--- config.mk ---
export PLATFORM = sky130hd
export DESIGN_NAME = pulldown_field_mapper_core
export DESIGN_NICKNAME = d
export VERILOG_FILES = /design/src/design/pfm_pkg.sv /design/src/design/pfm_step.sv /design/src/design/pfm_drain.sv /design/src/design/pulldown_field_mapper_core.sv
export SDC_FILE = /design/constraint.sdc
export NUM_CORES = 1
export LEC_CHECK = 0
export ABC_AREA = 1
export BUFFER_PORTS_ARGS = -buffer_cell sky130_fd_sc_hd__buf_2
export CAP_MARGIN = 15
export CORE_UTILIZATION = 40
export CTS_BUF_LIST = sky130_fd_sc_hd__clkbuf_4 sky130_fd_sc_hd__clkbuf_8
export DETAILED_ROUTE_END_ITERATION = 8
export GPL_TIMING_DRIVEN = 0
export HOLD_SLACK_MARGIN = 0.1
export PLACE_DENSITY = 0.55
export REMOVE_ABC_BUFFERS = 1
export SYNTH_ARGS = -nofsm -noshare
export SYNTH_HDL_FRONTEND = slang
export SYNTH_SLANG_ARGS = --single-unit
--- constraint.sdc ---
create_clock -name clk -period 6.39 [get_ports clk]
set_clock_uncertainty 0.1 [all_clocks]
set_input_delay 0.639 -clock clk [delete_from_list [all_inputs] [get_ports clk]]
set_output_delay 0.639 -clock clk [all_outputs]
set_load 0.05 [all_outputs]
--- src/design/pfm_pkg.sv ---
// ----------------------------------------------------------------------------
// Pulldown field mapper package
// Payload types, state and result batch structures, mode codes.
// ----------------------------------------------------------------------------
package pfm_pkg;

  localparam int CNT_W = 20;
  localparam logic [CNT_W-1:0] CNT_MAX = {CNT_W{1'b1}};

  localparam logic [1:0] MODE_NORMAL = 2'd0;
  localparam logic [1:0] MODE_FILM   = 2'd1;
  localparam logic [1:0] MODE_RAW    = 2'd2;

  localparam logic signed [3:0] BAL_MAX     = 4'sd7;
  localparam logic signed [3:0] BAL_MIN     = -4'sd8;
  localparam logic signed [3:0] THR_LOCKED  = 4'sd5;
  localparam logic signed [3:0] THR_SEARCH  = 4'sd3;

  typedef struct packed {
    logic top_first;
    logic repeat_first;
    logic progressive;
  } pfm_in_t;

  typedef struct packed {
    logic [CNT_W-1:0] frame_slot;
    logic             write_top;
    logic             write_bottom;
    logic [CNT_W-1:0] source_picture;
    logic             first_field_order;
    logic             repeats_seen;
    logic             overflow;
    logic             last;
  } pfm_out_t;

  typedef struct packed {
    logic [CNT_W-1:0]  picture_count;
    logic [CNT_W-1:0]  slot_count;
    logic signed [3:0] repeat_balance;
    logic              film_locked;
    logic              top_pending;
    logic              bottom_pending;
    logic              repeats_flag;
    logic              order_flag;
  } pfm_state_t;

  typedef struct packed {
    logic [CNT_W-1:0] slot;
    logic             wr_top;
    logic             wr_bottom;
  } pfm_entry_t;

  typedef struct packed {
    logic [1:0]           count;
    pfm_entry_t [2:0]     entry;
    logic [CNT_W-1:0]     source;
    logic                 order;
    logic                 repeats;
    logic                 overflow;
  } pfm_batch_t;

endpackage

--- src/design/pfm_step.sv ---
// ----------------------------------------------------------------------------
// Pulldown field mapper step logic
// Computes one picture's writes and the next mapper state.
// ----------------------------------------------------------------------------
module pfm_step (
  input  pfm_pkg::pfm_in_t    item,
  input  pfm_pkg::pfm_state_t st,
  input  logic [1:0]          field_mode,
  output pfm_pkg::pfm_state_t st_nxt,
  output pfm_pkg::pfm_batch_t batch
);
  import pfm_pkg::*;

  function automatic logic [CNT_W-1:0] sat_add(input logic [CNT_W-1:0] base,
                                               input logic [1:0] off);
    logic [CNT_W+1:0] sum;
    sum = {2'b00, base} + {{CNT_W{1'b0}}, off};
    if (sum > {2'b00, CNT_MAX}) begin
      return CNT_MAX;
    end
    return sum[CNT_W-1:0];
  endfunction

  logic              film;
  logic              rff;
  logic              tff;
  logic              bal_over;
  logic              slot_over;
  logic              pc_over;
  logic signed [3:0] bal1;
  logic signed [3:0] thr;
  logic signed [3:0] nthr;
  logic              tp;
  logic              bp;
  logic [1:0]        adv;
  logic [1:0]        off [3];
  logic [1:0]        wr  [3];
  logic [CNT_W+1:0]  slot_sum;

  assign film    = (field_mode == MODE_FILM);
  assign rff     = item.repeat_first && (field_mode != MODE_RAW);
  assign tff     = item.top_first;
  assign thr     = st.film_locked ? THR_LOCKED : THR_SEARCH;
  assign nthr    = -thr;
  assign pc_over = (st.picture_count == CNT_MAX);

  always_comb begin
    st_nxt      = st;
    batch.count = 2'd0;
    adv         = 2'd0;
    bal_over    = 1'b0;
    bal1        = st.repeat_balance;
    tp          = st.top_pending;
    bp          = st.bottom_pending;
    for (int i = 0; i < 3; i++) begin
      off[i] = 2'd0;
      wr[i]  = 2'b11;
    end

    if (film) begin
      if (rff) begin
        if (st.repeat_balance >= BAL_MAX) bal_over = 1'b1;
        else bal1 = st.repeat_balance + 4'sd1;
      end else begin
        if (st.repeat_balance <= BAL_MIN) bal_over = 1'b1;
        else bal1 = st.repeat_balance - 4'sd1;
      end
      st_nxt.repeat_balance = bal1;
      if (bal1 == nthr) begin
        // Balance swung the other way: drop this frame.
        st_nxt.repeat_balance = 4'sd0;
        st_nxt.film_locked    = 1'b1;
      end else if (bal1 == thr) begin
        // Too many repeats pending: double this frame.
        st_nxt.repeat_balance = 4'sd0;
        st_nxt.film_locked    = 1'b1;
        batch.count = 2'd2;
        off[1]      = 2'd1;
        adv         = 2'd2;
      end else begin
        batch.count = 2'd1;
        adv         = 2'd1;
      end
    end else if (item.progressive) begin
      batch.count = rff ? (tff ? 2'd3 : 2'd2) : 2'd1;
      off[1]      = 2'd1;
      off[2]      = 2'd2;
      adv         = batch.count;
    end else begin
      adv = 2'd1;
      if (st.top_pending) begin
        batch.count = 2'd2;
        wr[0] = 2'b01;
        wr[1] = 2'b10;
        off[1] = 2'd1;
      end else if (st.bottom_pending) begin
        batch.count = 2'd2;
        wr[0] = 2'b10;
        wr[1] = 2'b01;
        off[1] = 2'd1;
      end else begin
        batch.count = 2'd1;
      end
      if (rff) begin
        // The repeat lands on the next slot and stays pending if unpaired.
        off[batch.count] = 2'd1;
        wr[batch.count]  = tff ? 2'b10 : 2'b01;
        batch.count      = batch.count + 2'd1;
        tp = st.top_pending | tff;
        bp = st.bottom_pending | ~tff;
        if (tp && bp) begin
          tp  = 1'b0;
          bp  = 1'b0;
          adv = 2'd2;
        end
      end
      st_nxt.top_pending    = tp;
      st_nxt.bottom_pending = bp;
    end

    for (int i = 0; i < 3; i++) begin
      batch.entry[i].slot      = sat_add(st.slot_count, off[i]);
      batch.entry[i].wr_top    = wr[i][1];
      batch.entry[i].wr_bottom = wr[i][0];
    end

    // The slot counter holds at its maximum once any advance would pass it.
    slot_sum  = {2'b00, st.slot_count} + {{CNT_W{1'b0}}, adv};
    slot_over = (slot_sum > {2'b00, CNT_MAX});
    st_nxt.slot_count    = slot_over ? CNT_MAX : slot_sum[CNT_W-1:0];
    st_nxt.picture_count = pc_over ? CNT_MAX : st.picture_count + CNT_W'(1);
    st_nxt.repeats_flag  = st.repeats_flag | (!film & rff);
    st_nxt.order_flag    = (st.picture_count == '0) ? tff : st.order_flag;

    batch.source   = st.picture_count;
    batch.order    = st_nxt.order_flag;
    batch.repeats  = st_nxt.repeats_flag;
    batch.overflow = bal_over | slot_over | pc_over;
  end

endmodule

--- src/design/pfm_drain.sv ---
// ----------------------------------------------------------------------------
// Pulldown field mapper result drain
// Holds one picture's batch of writes and presents them one per cycle while out_ready is high.
// ----------------------------------------------------------------------------
module pfm_drain (
  input  logic                clk,
  input  logic                rst_n,
  input  logic                load,
  input  pfm_pkg::pfm_batch_t batch_in,
  output logic                free,
  output logic                out_valid,
  input  logic                out_ready,
  output pfm_pkg::pfm_out_t   out_data
);
  import pfm_pkg::*;

  pfm_batch_t batch_r;
  logic       valid_r;
  logic [1:0] idx_r;
  logic       take;
  logic       is_last;
  pfm_entry_t cur;

  assign take    = valid_r && out_ready;
  assign is_last = (idx_r == 2'(batch_r.count - 2'd1));
  assign free    = !valid_r || (take && is_last);

  always_ff @(posedge clk) begin
    if (!rst_n) begin
      valid_r <= 1'b0;
      idx_r   <= 2'd0;
    end else if (load) begin
      valid_r <= 1'b1;
      idx_r   <= 2'd0;
    end else if (take) begin
      if (is_last) begin
        valid_r <= 1'b0;
      end else begin
        idx_r <= idx_r + 2'd1;
      end
    end
  end

  always_ff @(posedge clk) begin
    if (load) begin
      batch_r <= batch_in;
    end
  end

  always_comb begin
    case (idx_r)
      2'd0:    cur = batch_r.entry[0];
      2'd1:    cur = batch_r.entry[1];
      default: cur = batch_r.entry[2];
    endcase
  end

  assign out_valid                  = valid_r;
  assign out_data.frame_slot        = cur.slot;
  assign out_data.write_top         = cur.wr_top;
  assign out_data.write_bottom      = cur.wr_bottom;
  assign out_data.source_picture    = batch_r.source;
  assign out_data.first_field_order = batch_r.order;
  assign out_data.repeats_seen      = batch_r.repeats;
  assign out_data.overflow          = batch_r.overflow;
  assign out_data.last              = is_last;

endmodule

--- src/design/pulldown_field_mapper_core.sv ---
// ----------------------------------------------------------------------------
// Pulldown field mapper core
// A picture passes the input register, then the drain's batch register, before its
// first write is offered. Throughput: one picture per cycle while out_ready is high;
// a picture with 2 or 3 writes holds back the next until the output port takes them.
// Reset: synchronous active-low rst_n clears all counters, flags and field_mode.
// ----------------------------------------------------------------------------
module pulldown_field_mapper_core (
  input  logic              clk,
  input  logic              rst_n,
  input  logic              in_valid,
  output logic              in_ready,
  input  pfm_pkg::pfm_in_t  in_data,
  output logic              out_valid,
  input  logic              out_ready,
  output pfm_pkg::pfm_out_t out_data,
  input  logic              cfg_we,
  input  logic [1:0]        cfg_data
);
  import pfm_pkg::*;

  // Input register: one picture waits here while its writes are worked out.
  pfm_in_t    item_r;
  logic       item_valid_r;

  // Mapper state, advanced once per picture when its batch is committed.
  pfm_state_t st_r;
  pfm_state_t st_nxt;
  logic [1:0] field_mode_r;

  pfm_batch_t batch;
  logic       drain_free;
  logic       adv_fire;

  // A picture retires from the input register once its writes can be handed
  // to the drain. A picture that produces no writes (a dropped film frame)
  // only updates the state, so it never waits on the output side.
  assign adv_fire = item_valid_r && ((batch.count == 2'd0) || drain_free);
  assign in_ready = !item_valid_r || adv_fire;

  always_ff @(posedge clk) begin
    if (!rst_n) begin
      item_valid_r <= 1'b0;
    end else if (in_ready) begin
      item_valid_r <= in_valid;
    end
  end

  always_ff @(posedge clk) begin
    if (in_ready && in_valid) begin
      item_r <= in_data;
    end
  end

  // The user must write configuration only while the block is idle; the block itself does not enforce this.
  always_ff @(posedge clk) begin
    if (!rst_n) begin
      field_mode_r <= MODE_NORMAL;
    end else if (cfg_we) begin
      field_mode_r <= cfg_data;
    end
  end

  always_ff @(posedge clk) begin
    if (!rst_n) begin
      st_r <= '0;
    end else if (adv_fire) begin
      st_r <= st_nxt;
    end
  end

  pfm_step u_step (
    .item       (item_r),
    .st         (st_r),
    .field_mode (field_mode_r),
    .st_nxt     (st_nxt),
    .batch      (batch)
  );

  pfm_drain u_drain (
    .clk       (clk),
    .rst_n     (rst_n),
    .load      (adv_fire && (batch.count != 2'd0)),
    .batch_in  (batch),
    .free      (drain_free),
    .out_valid (out_valid),
    .out_ready (out_ready),
    .out_data  (out_data)
  );

endmodule

==> results.py, run 1 <==
metrics = {
    "grt": {
        "gr-usage-all-layers": 0.183,
        "grt_pass1_wl_um": 31900,
        "gr-total-overflow": 0,
        "grt_pass1_vias": 6332,
        "antenna_found_initial": 0,
        "grt_max_degree": 52,
    },
    "yosys": {
        "synth_top_family_by_area": "simple AND/OR/NAND/NOR gates",
        "synth_top_cells_by_area": "edfxtp_1, nand2_1, dfxtp_1",
        "synth-xor-area-share": 0.0541,
        "yosysSeqAreaShare": 0.458,
        "syn_area_mm2": 0.00857,
        "synth-compound-area-share": 0.0743,
        "synthMuxAreaShare": 0.00117,
        "netlist-cell-type-count": 42,
        "yosys.area.top_type": "edfxtp_1",
        "synthSimpleGateAreaFrac": 0.292,
        "avgSynthCellArea_um2": 7.96,
        "synth_most_common_cell": "nand2_1",
        "syn_inst": 1077,
        "yosysWarnings": 0,
        "synthAdderAreaFrac": 0.0251,
        "synth_commonest_cells": "nand2_1, nand3_1, inv_1",
        "yosys.area.top_type_share": 0.329,
        "async_reset_ff_frac": 0,
        "synth-edff-count": 94,
        "dominantRegCellSynth": "edfxtp_1",
        "synth_seq_cells": 149,
    },
    "cells_and_area": {
        "area_growth_pct": 8.45,
        "nets": 1118,
        "antennaDiodeCount": 0,
        "final_layout_size_suffix_gt1_frac": 0.108,
        "finish.utilization": 0.442,
        "fillCellCount": 2191,
    },
    "cts": {
        "cts-root-buf": "clkbuf_8",
        "hold_buffers": 0,
        "cts_tree": "yes",
        "htree_levels": 4,
        "cts_buffer_depth": 2,
        "postCtsSetupRepairBufs": 0,
        "clk_latency_ns": 0.46,
        "post_cts_resized": 0,
        "path_clk_slew_ns": 0.08,
        "numCtsBuffers": 17,
        "cts.sinks": 149,
    },
    "critical_path": {
        "crit_fanout": 21,
        "cp_num_cells": 19,
        "cp-start-kind": "flop",
        "required_ns": 6.66,
        "crit_family": "simple AND/OR/NAND/NOR gates",
        "cp_slowest_cell": "nand3_1",
        "critPathBufInv": 2,
        "worst_setup_path_end_kind": "flop",
        "crit_arrival_ns": 5.04,
        "crit_type": "reg -> reg",
        "ff2ff_path_depth": 19,
        "worst_path_largest_cell_delay_ns": 0.75,
        "worstPathCellList": "inv_1 -> ha_1 -> or2_0 -> nand3_2 -> nand2_1 -> nand2_1 -> nand2_1 -> nand3_1 -> and2_1 -> nor2_1 -> a21oi_1 -> ha_1 -> inv_1 -> fa_1 -> nor2_1 -> nand3_1 -> o21ai_1 -> nand3_1 -> a21oi_1",
    },
    "timing": {
        "rsz0062_at_grt": "false",
        "slew_viol_final": 0,
        "fin_crit_ns": 4.76,
        "fin_tns_setup_ns": 0,
        "whs_ns": 0.252,
        "tightest_slew_ns": 1.00,
        "fin_crit_sh": 0.746,
        "hold_viol": 0,
        "max-slew-margin-rel": 0.330,
        "finalSetupViolCount": 0,
        "fmaxAchievable_mhz": 210,
    },
    "die": {
        "die_area_mm2": 0.0220,
        "core-area_mm2": 0.0210,
        "rows": 53,
        "die_width_um": 148,
        "pin_count": 58,
        "start_util": 0.408,
        "die_height_um": 148,
    },
    "detailed_routing": {
        "vias": 6925,
        "viasPerCell": 5.02,
        "antenna_left": 0,
        "drt_iter0_markers": 363,
        "drtPass1Iterations": 4,
        "drc": 0,
        "wl_per_cell_um": 14.2,
        "routed_wl_um": 19600,
    },
    "min_path": {
        "hold_depth": 1,
        "hp-class": "in -> reg",
    },
    "placement": {
        "gp_congestion": 0.875,
        "dp_hpwl_um": 13600,
        "io_buffers": 57,
    },
    "pwr": {
        "p_per_area_mw_per_mm2": 237,
        "vdd_drop_max_v": 0.000137,
        "leakagePower_nw": 3.77,
        "fin_total_pwr_mw": 2.21,
    },
    "run_status": {
        "outcome": "finished, final reports clean",
    },
    "job": {
        "drv_cap": 0,
    },
}
==> layout make-up <==
cell class | count | area [um^2] | share of cell area
tap | 275 | 344 | 0.0370
sequential | 149 | 3930 | 0.422
clock buffer | 20 | 269 | 0.0289
multi-input combinational | 752 | 3830 | 0.412
timing repair buffer | 61 | 375 | 0.0404
clock inverter | 12 | 130 | 0.0140
inverter | 111 | 419 | 0.0451
==> cell usage in the layout (no fill, tap or decap), types with 2 or more instances in the layout <==
master,Yosys,routed
nand2_1,300,300
nand3_1,116,116
inv_1,107,106
nor2_1,96,95
edfxtp_1,94,94
buf_2,4,57
dfxtp_1,55,54
a21oi_1,46,46
xor2_1,46,46
o21ai_0,26,26
a22oi_1,22,22
clkbuf_8,0,19
nand4_1,18,18
ha_1,14,14
nor4_1,10,10
nor3_1,10,10
xnor2_1,7,7
nand3_2,5,5
or2_2,5,5
clkinv_4,0,5
o211ai_1,4,4
o21ai_1,4,4
nor2_2,2,3
inv_2,3,3
clkinv_2,0,3
o31ai_1,2,2
a31oi_1,2,2
nor3_2,2,2
nand2_4,2,2
clkinv_1,1,2
a21boi_0,2,2
fa_1,2,2
bufinv_16,0,2
buf_16,0,2
==> worst register-to-register path, cell delays in order, from the launching register on <==
cell,delay (ns)
dfxtp_1,0.45
inv_1,0.17
ha_1,0.29
or2_0,0.25
nand3_2,0.09
nand2_1,0.08
nand2_1,0.06
nand2_1,0.05
nand3_1,0.13
and2_1,0.26
nor2_1,0.09
a21oi_1,0.15
ha_1,0.28
inv_1,0.09
fa_1,0.47
nor2_1,0.33
nand3_1,0.76
o21ai_1,0.31
nand3_1,0.10
a21oi_1,0.18
==> cell families after synthesis <==
group	count (synthesis)
simple gates	572
buf+inv	176
flops	149
compound gates	109
xor+xnor	53
fa+ha+maj	16
other cells	1
mux	1
==> routing by layer <==
metal,GRT usage,vias to the layer above,routed length (um)
met5,0,-,0
met4,0.0572,0,287
met3,0.0270,21,516
met2,0.308,105,9340
met1,0.243,3244,9490
li1,-,3555,-
==> power by group <==
part | internal [mW] | leakage [nW] | switching [mW]
sequential | 1.08 | 1.27 | 0.0268
combinational | 0.0904 | 2.30 | 0.270
clock | 0.371 | 0.204 | 0.368
total | 1.54 | 3.77 | 0.666
==> flip-flops by register name, indices dropped and copies added, names as in the netlist <==
name,flops
u_drain.batch_r,68
st_r,49
u_drain.out_data,23
item_r,3
field_mode_r,2
u_drain.idx_r,2
item_valid_r,1
u_drain.out_valid,1
==> final timing paths <==
check | startpoint | end | slack (ns)
setup / recovery | st_r[5] | st_r[16] | 1.63
hold / removal | in_data[2] | item_r[2] | 0.25
setup reg to reg | st_r[5] | st_r[16] | 1.63
hold reg to reg | st_r[1] | st_r[1] | 0.35
==> per-stage QoR <==
step	worst slack, ns	instance area (um^2)	cells
floorplan	1.99	8170	1012
global placement	1.19	8800	1344
detailed placement	1.69	8900	1348
CTS	1.64	9300	1380
global route	1.19	9300	1380
finish	1.63	9300	1380
(Power assumes the default switching activity.)
==> run 2: changes to the inputs <==
==> constraint.sdc (replaced) <==
create_clock -name clk -period 4.8 [get_ports clk]
set_clock_uncertainty 0.1 [all_clocks]
set_input_delay 0.48 -clock clk [delete_from_list [all_inputs] [get_ports clk]]
set_output_delay 0.48 -clock clk [all_outputs]
set_load 0.05 [all_outputs]
==> run 2 against run 1 <==
Effect of this change: setup slack worse by 1.1 ns; hold slack lost 0.11 ns; first-iteration DRC count down 7.2%; sequential share of layout area decreased by 0.19 points; core utilization rose by 0.20 points; cell area grew 0.46%; via count about the same; fmax rose by 11%; critical path type unchanged; critical endpoint is now st_r[25]; largest power group unchanged.
==> results.py, run 2 (synthesis gave the netlist of run 1 again) <==
metrics = {
    "run_status": {
        "outcome": "finished, final reports clean",
    },
    "detailed_routing": {
        "drtPass1Iterations": 5,
        "drt_iter0_markers": 337,
        "vias": 6922,
        "wl_per_cell_um": 14.2,
        "antenna_left": 0,
        "viasPerCell": 5.01,
        "drc": 0,
        "routed_wl_um": 19600,
    },
    "critical_path": {
        "worst_path_largest_cell_delay_ns": 0.47,
        "crit_fanout": 7,
        "crit_arrival_ns": 4.55,
        "cp-start-kind": "flop",
        "worstPathCellList": "inv_1 -> ha_1 -> or2_0 -> nand3_2 -> nand2_1 -> nand2_1 -> nand2_1 -> nand3_1 -> and2_1 -> nor2_1 -> a21oi_1 -> ha_1 -> inv_1 -> fa_1 -> nor2_1 -> nand2_1 -> nor3_1 -> xor2_1 -> nand2_1 -> nand3_1 -> a21oi_1",
        "cp_slowest_cell": "fa_1",
        "required_ns": 5.04,
        "worst_setup_path_end_kind": "flop",
        "cpMostUsedCell": "nand2_1",
        "crit_type": "reg -> reg",
    },
    "grt": {
        "grt_max_degree": 52,
        "antenna_found_initial": 0,
        "grt_pass1_vias": 6350,
        "gr-usage-all-layers": 0.184,
        "gr-total-overflow": 0,
        "grt_pass1_wl_um": 31900,
    },
    "cells_and_area": {
        "final_common_cell": "nand2_1",
        "final_layout_size_suffix_gt1_frac": 0.108,
        "antennaDiodeCount": 0,
        "final_cell_mix": "nand2_1, nand3_1, inv_1, nor2_1, edfxtp_1",
        "largest-register": "u_drain.batch_r",
        "area_growth_pct": 8.95,
        "largest_reg_flops": 68,
        "nets": 1121,
    },
    "cts": {
        "cts_tree": "yes",
        "postCtsSetupRepairBufs": 0,
        "clk_latency_ns": 0.45,
        "numCtsBuffers": 17,
        "cts-root-buf": "clkbuf_8",
        "htree_levels": 4,
        "path_clk_slew_ns": 0.09,
        "cts.sinks": 149,
        "cts_buffer_depth": 2,
    },
    "placement": {
        "dp_hpwl_um": 13600,
        "place_ws_ns": 0.0973,
        "gp_congestion": 0.875,
        "io_buffers": 57,
    },
    "timing": {
        "rsz0062_at_grt": "false",
        "fin_crit_ns": 4.31,
        "fmaxAchievable_mhz": 232,
        "whs_ns": 0.146,
        "tightest_slew_ns": 1.01,
        "setup_slack_ns": 0.490,
        "max-slew-margin-rel": 0.329,
        "fin_crit_sh": 0.898,
        "finalSetupViolCount": 0,
        "hold_viol": 0,
        "slew_viol_final": 0,
    },
    "pwr": {
        "p_per_area_mw_per_mm2": 315,
        "leakagePower_nw": 3.78,
        "vdd_drop_max_v": 0.000179,
        "fin_total_pwr_mw": 2.94,
    },
    "die": {
        "die_width_um": 148,
        "start_util": 0.408,
        "core-area_mm2": 0.0210,
        "die_area_mm2": 0.0220,
        "pin_count": 58,
        "die_height_um": 148,
        "rows": 53,
    },
    "min_path": {
        "hp-class": "in -> reg",
    },
    "job": {
        "drv_cap": 0,
    },
}
[run 2: worst max-delay path: cells and delay by family (launching register included)]
family | cells | cell delay, ns
AO/OA/AOI/OAI | 2 | 0.23
adder cells (fa/ha/maj) | 3 | 1.04
XOR/XNOR | 1 | 0.17
buffers and inverters | 2 | 0.26
AND/OR/NAND/NOR | 13 | 1.96
flip-flops | 1 | 0.45
[run 2: final timing paths]
check / cells past startpoint / slack (ns) / start / end
setup / recovery: 21 / 0.49 / st_r[5] / st_r[25]
hold / removal: 3 / 0.15 / cfg_data[1] / field_mode_r[1]
setup reg to reg: 21 / 0.49 / st_r[5] / st_r[25]
hold reg to reg: 2 / 0.35 / st_r[1] / st_r[1]
[run 2: what timing repair did]
action                                  4_1_cts  5_1_grt
gates resized for setup                       0        2
hold buffers                                  3        0
endpoints found under the hold margin         3        0
endpoints found under the setup margin        0       21
[run 2: final cells by class]
cell class              count  area [um^2]
well taps                 275          344
repair buffers             64          405
fillers                  2186        11700
multi-input cells         752         3850
inverters                 111          419
clock inverters            12          130
flip-flops and latches    149         3930
clock buffers              20          269
[run 2: report_power, final]
group | total, mW | switching (mW) | internal (mW)
combinational | 0.483 | 0.361 | 0.122
sequential | 1.47 | 0.0356 | 1.44
clock | 0.985 | 0.490 | 0.494
total | 2.94 | 0.887 | 2.06
[run 2: metal layers]
metal	vias to the layer above	GRT usage	part of all wire
met3	21	0.0270	0.024
met2	108	0.309	0.48
met4	0	0.0572	0.015
met1	3234	0.243	0.48
met5	-	0	0
li1	3559	-	-
[run 2: per-stage QoR]
stage	area [um^2]	utilization	cells	TNS, ns
floorplan	8170	-	1012	0
global placement	8800	0.419	1344	-35.49
detailed placement	8900	0.423	1348	0
CTS	9330	0.444	1383	0
global route	9340	0.444	1383	0
finish	9340	0.444	1383	0
==> run 3: changes to the inputs <==
--- a/config.mk
+++ b/config.mk
@@ -12,7 +12,7 @@
 export CTS_BUF_LIST = sky130_fd_sc_hd__clkbuf_4 sky130_fd_sc_hd__clkbuf_8
 export DETAILED_ROUTE_END_ITERATION = 8
 export GPL_TIMING_DRIVEN = 0
-export HOLD_SLACK_MARGIN = 0.1
+export HOLD_SLACK_MARGIN = 0.15
 export PLACE_DENSITY = 0.55
 export REMOVE_ABC_BUFFERS = 1
 export SYNTH_ARGS = -nofsm -noshare
==> run 3 against run 2 <==
Effect of this change: critical path depth unchanged; via count increased by 0.43%; non-clock buffer count increased by 1.
==> results.py, run 3 (synthesis gave the netlist of run 1 again) <==
metrics = {
    "timing": {
        "fin_crit_ns": 4.32,
        "fin_crit_sh": 0.900,
        "whs_ns": 0.189,
        "max-slew-margin-rel": 0.344,
        "rsz0062_at_grt": "false",
        "finalSetupViolCount": 0,
        "setup_slack_ns": 0.482,
        "tightest_slew_ns": 0.984,
        "slew_viol_final": 0,
        "hold_viol": 0,
        "fmaxAchievable_mhz": 232,
    },
    "critical_path": {
        "crit_arrival_ns": 4.56,
        "crit_fanout": 7,
        "crit_type": "reg -> reg",
        "ff2ff_path_depth": 21,
        "reg2reg_slack_ns": 0.48,
        "required_ns": 5.04,
        "cp-start-kind": "flop",
        "rr_startpoint": "st_r[5]",
        "r2r_end": "st_r[25]",
        "worst_setup_path_end_kind": "flop",
    },
    "pwr": {
        "p_per_area_mw_per_mm2": 315,
        "pwr-share-clk": 0.334,
        "intPower_mw": 2.06,
        "fin_total_pwr_mw": 2.94,
        "switching_share": 0.301,
        "comb_power_share": 0.164,
        "p_sw_mw": 0.885,
        "leakagePower_nw": 3.79,
        "power_frac_seq": 0.501,
        "vdd_drop_max_v": 0.000179,
    },
    "min_path": {
        "min_delay_worst_endpoint": "field_mode_r[1]",
        "hp-start": "cfg_we",
        "hold_depth": 3,
        "hp-class": "in -> reg",
    },
    "cells_and_area": {
        "fillCellCount": 2185,
        "final_common_cell": "nand2_1",
        "finish.utilization": 0.445,
        "final_cell_mix": "nand2_1, nand3_1, inv_1, nor2_1, edfxtp_1",
        "area_growth_pct": 9.06,
        "antennaDiodeCount": 0,
        "nets": 1122,
        "largest_reg_flops": 68,
        "final_layout_size_suffix_gt1_frac": 0.108,
        "largest-register": "u_drain.batch_r",
    },
    "cts": {
        "cts_tree": "yes",
        "numCtsBuffers": 17,
        "htree_levels": 4,
        "cts.sinks": 149,
        "clk_latency_ns": 0.45,
        "path_clk_slew_ns": 0.09,
        "cts-root-buf": "clkbuf_8",
        "cts_buffer_depth": 2,
    },
    "grt": {
        "antenna_found_initial": 0,
        "gr-total-overflow": 0,
        "gr-usage-all-layers": 0.184,
        "grt_pass1_vias": 6356,
        "grt_pass1_wl_um": 31900,
        "grt_max_degree": 52,
    },
    "placement": {
        "place_ws_ns": 0.0973,
        "dp_hpwl_um": 13600,
        "io_buffers": 57,
        "gp_congestion": 0.875,
    },
    "detailed_routing": {
        "vias": 6952,
        "antenna_left": 0,
        "viasPerCell": 5.02,
        "drtPass1Iterations": 5,
        "routed_wl_um": 19700,
        "wl_per_cell_um": 14.2,
        "drc": 0,
        "drt_iter0_markers": 336,
    },
    "die": {
        "rows": 53,
        "core-area_mm2": 0.0210,
        "pin_count": 58,
        "die_area_mm2": 0.0220,
        "die_height_um": 148,
        "die_width_um": 148,
        "start_util": 0.408,
    },
    "run_status": {
        "outcome": "finished, final reports clean",
    },
    "job": {
        "drv_cap": 0,
    },
}
## run 3: cell types whose count changed in the layout (fill, tap and decap cells not counted), sizes merged
cell and delta:
dlygate4sd3 +1
## run 3: power groups by stage
stage	registers [mW]	logic (mW)	clock network, mW
floorplan	1.56	0.301	0
global placement	1.52	0.463	0
detailed placement	1.50	0.487	0
CTS	1.47	0.490	1.01
global route	1.48	0.528	1.06
finish	1.47	0.483	0.983
## run 3: layer usage
metal | wire length, um | up-vias | global-route usage
met1 | 9470 | 3251 | 0.243
li1 | - | 3564 | -
met5 | 0 | - | 0
met4 | 293 | 0 | 0.0572
met2 | 9390 | 116 | 0.309
met3 | 511 | 21 | 0.0270
## run 3: worst max path at each step
stage | depth (start not counted) | start | endpoint
5_1_grt | 23 | st_r[5] | st_r[25]
2_1_floorplan | 7 | u_drain.batch_r[90] | u_drain.batch_r[23]
3_5_place_dp | 19 | st_r[5] | st_r[11]
3_3_place_gp | 12 | st_r[5] | u_drain.batch_r[55]
6_report | 21 | st_r[5] | st_r[25]
4_1_cts | 19 | st_r[5] | st_r[16]
## run 3: metrics by stage
| stage | setup TNS, ns | instance area, um^2 | std cells |
|---|---|---|---|
| final | 0 | 9350 | 1384 |
| after floorplan | 0 | 8170 | 1012 |
| after global routing | 0 | 9350 | 1384 |
| after global placement | -35.49 | 8800 | 1344 |
| after CTS | 0 | 9340 | 1384 |
| after detailed placement | 0 | 8900 | 1348 |
## run 3: layout make-up
cell class	instances	area, um^2	share of cell area
multi-input cells	752	3850	0.411
well taps	275	344	0.0368
clock buffers	20	269	0.0288
clock inverters	12	130	0.0139
repair buffers	65	415	0.0444
flip-flops and latches	149	3930	0.420
inverters	111	419	0.0448
## run 3: repair_timing
item                       CTS  global route
hold buffers                 4             0
hold endpoints to repair     4             0
setup endpoints to repair    0            21
buffers inserted             0             0
resized for setup            0             2
## run 3: critical path: stages, from the launching register on
cell	delay (ns)
dfxtp_1	0.45
inv_1	0.17
ha_1	0.29
or2_0	0.25
nand3_2	0.09
nand2_1	0.08
nand2_1	0.06
nand2_1	0.05
nand3_1	0.14
and2_1	0.26
nor2_1	0.09
a21oi_1	0.15
ha_1	0.28
inv_1	0.09
fa_1	0.47
nor2_1	0.40
nand2_1	0.16
nor3_1	0.23
xor2_1	0.17
nand2_1	0.07
nand3_1	0.09
a21oi_1	0.08
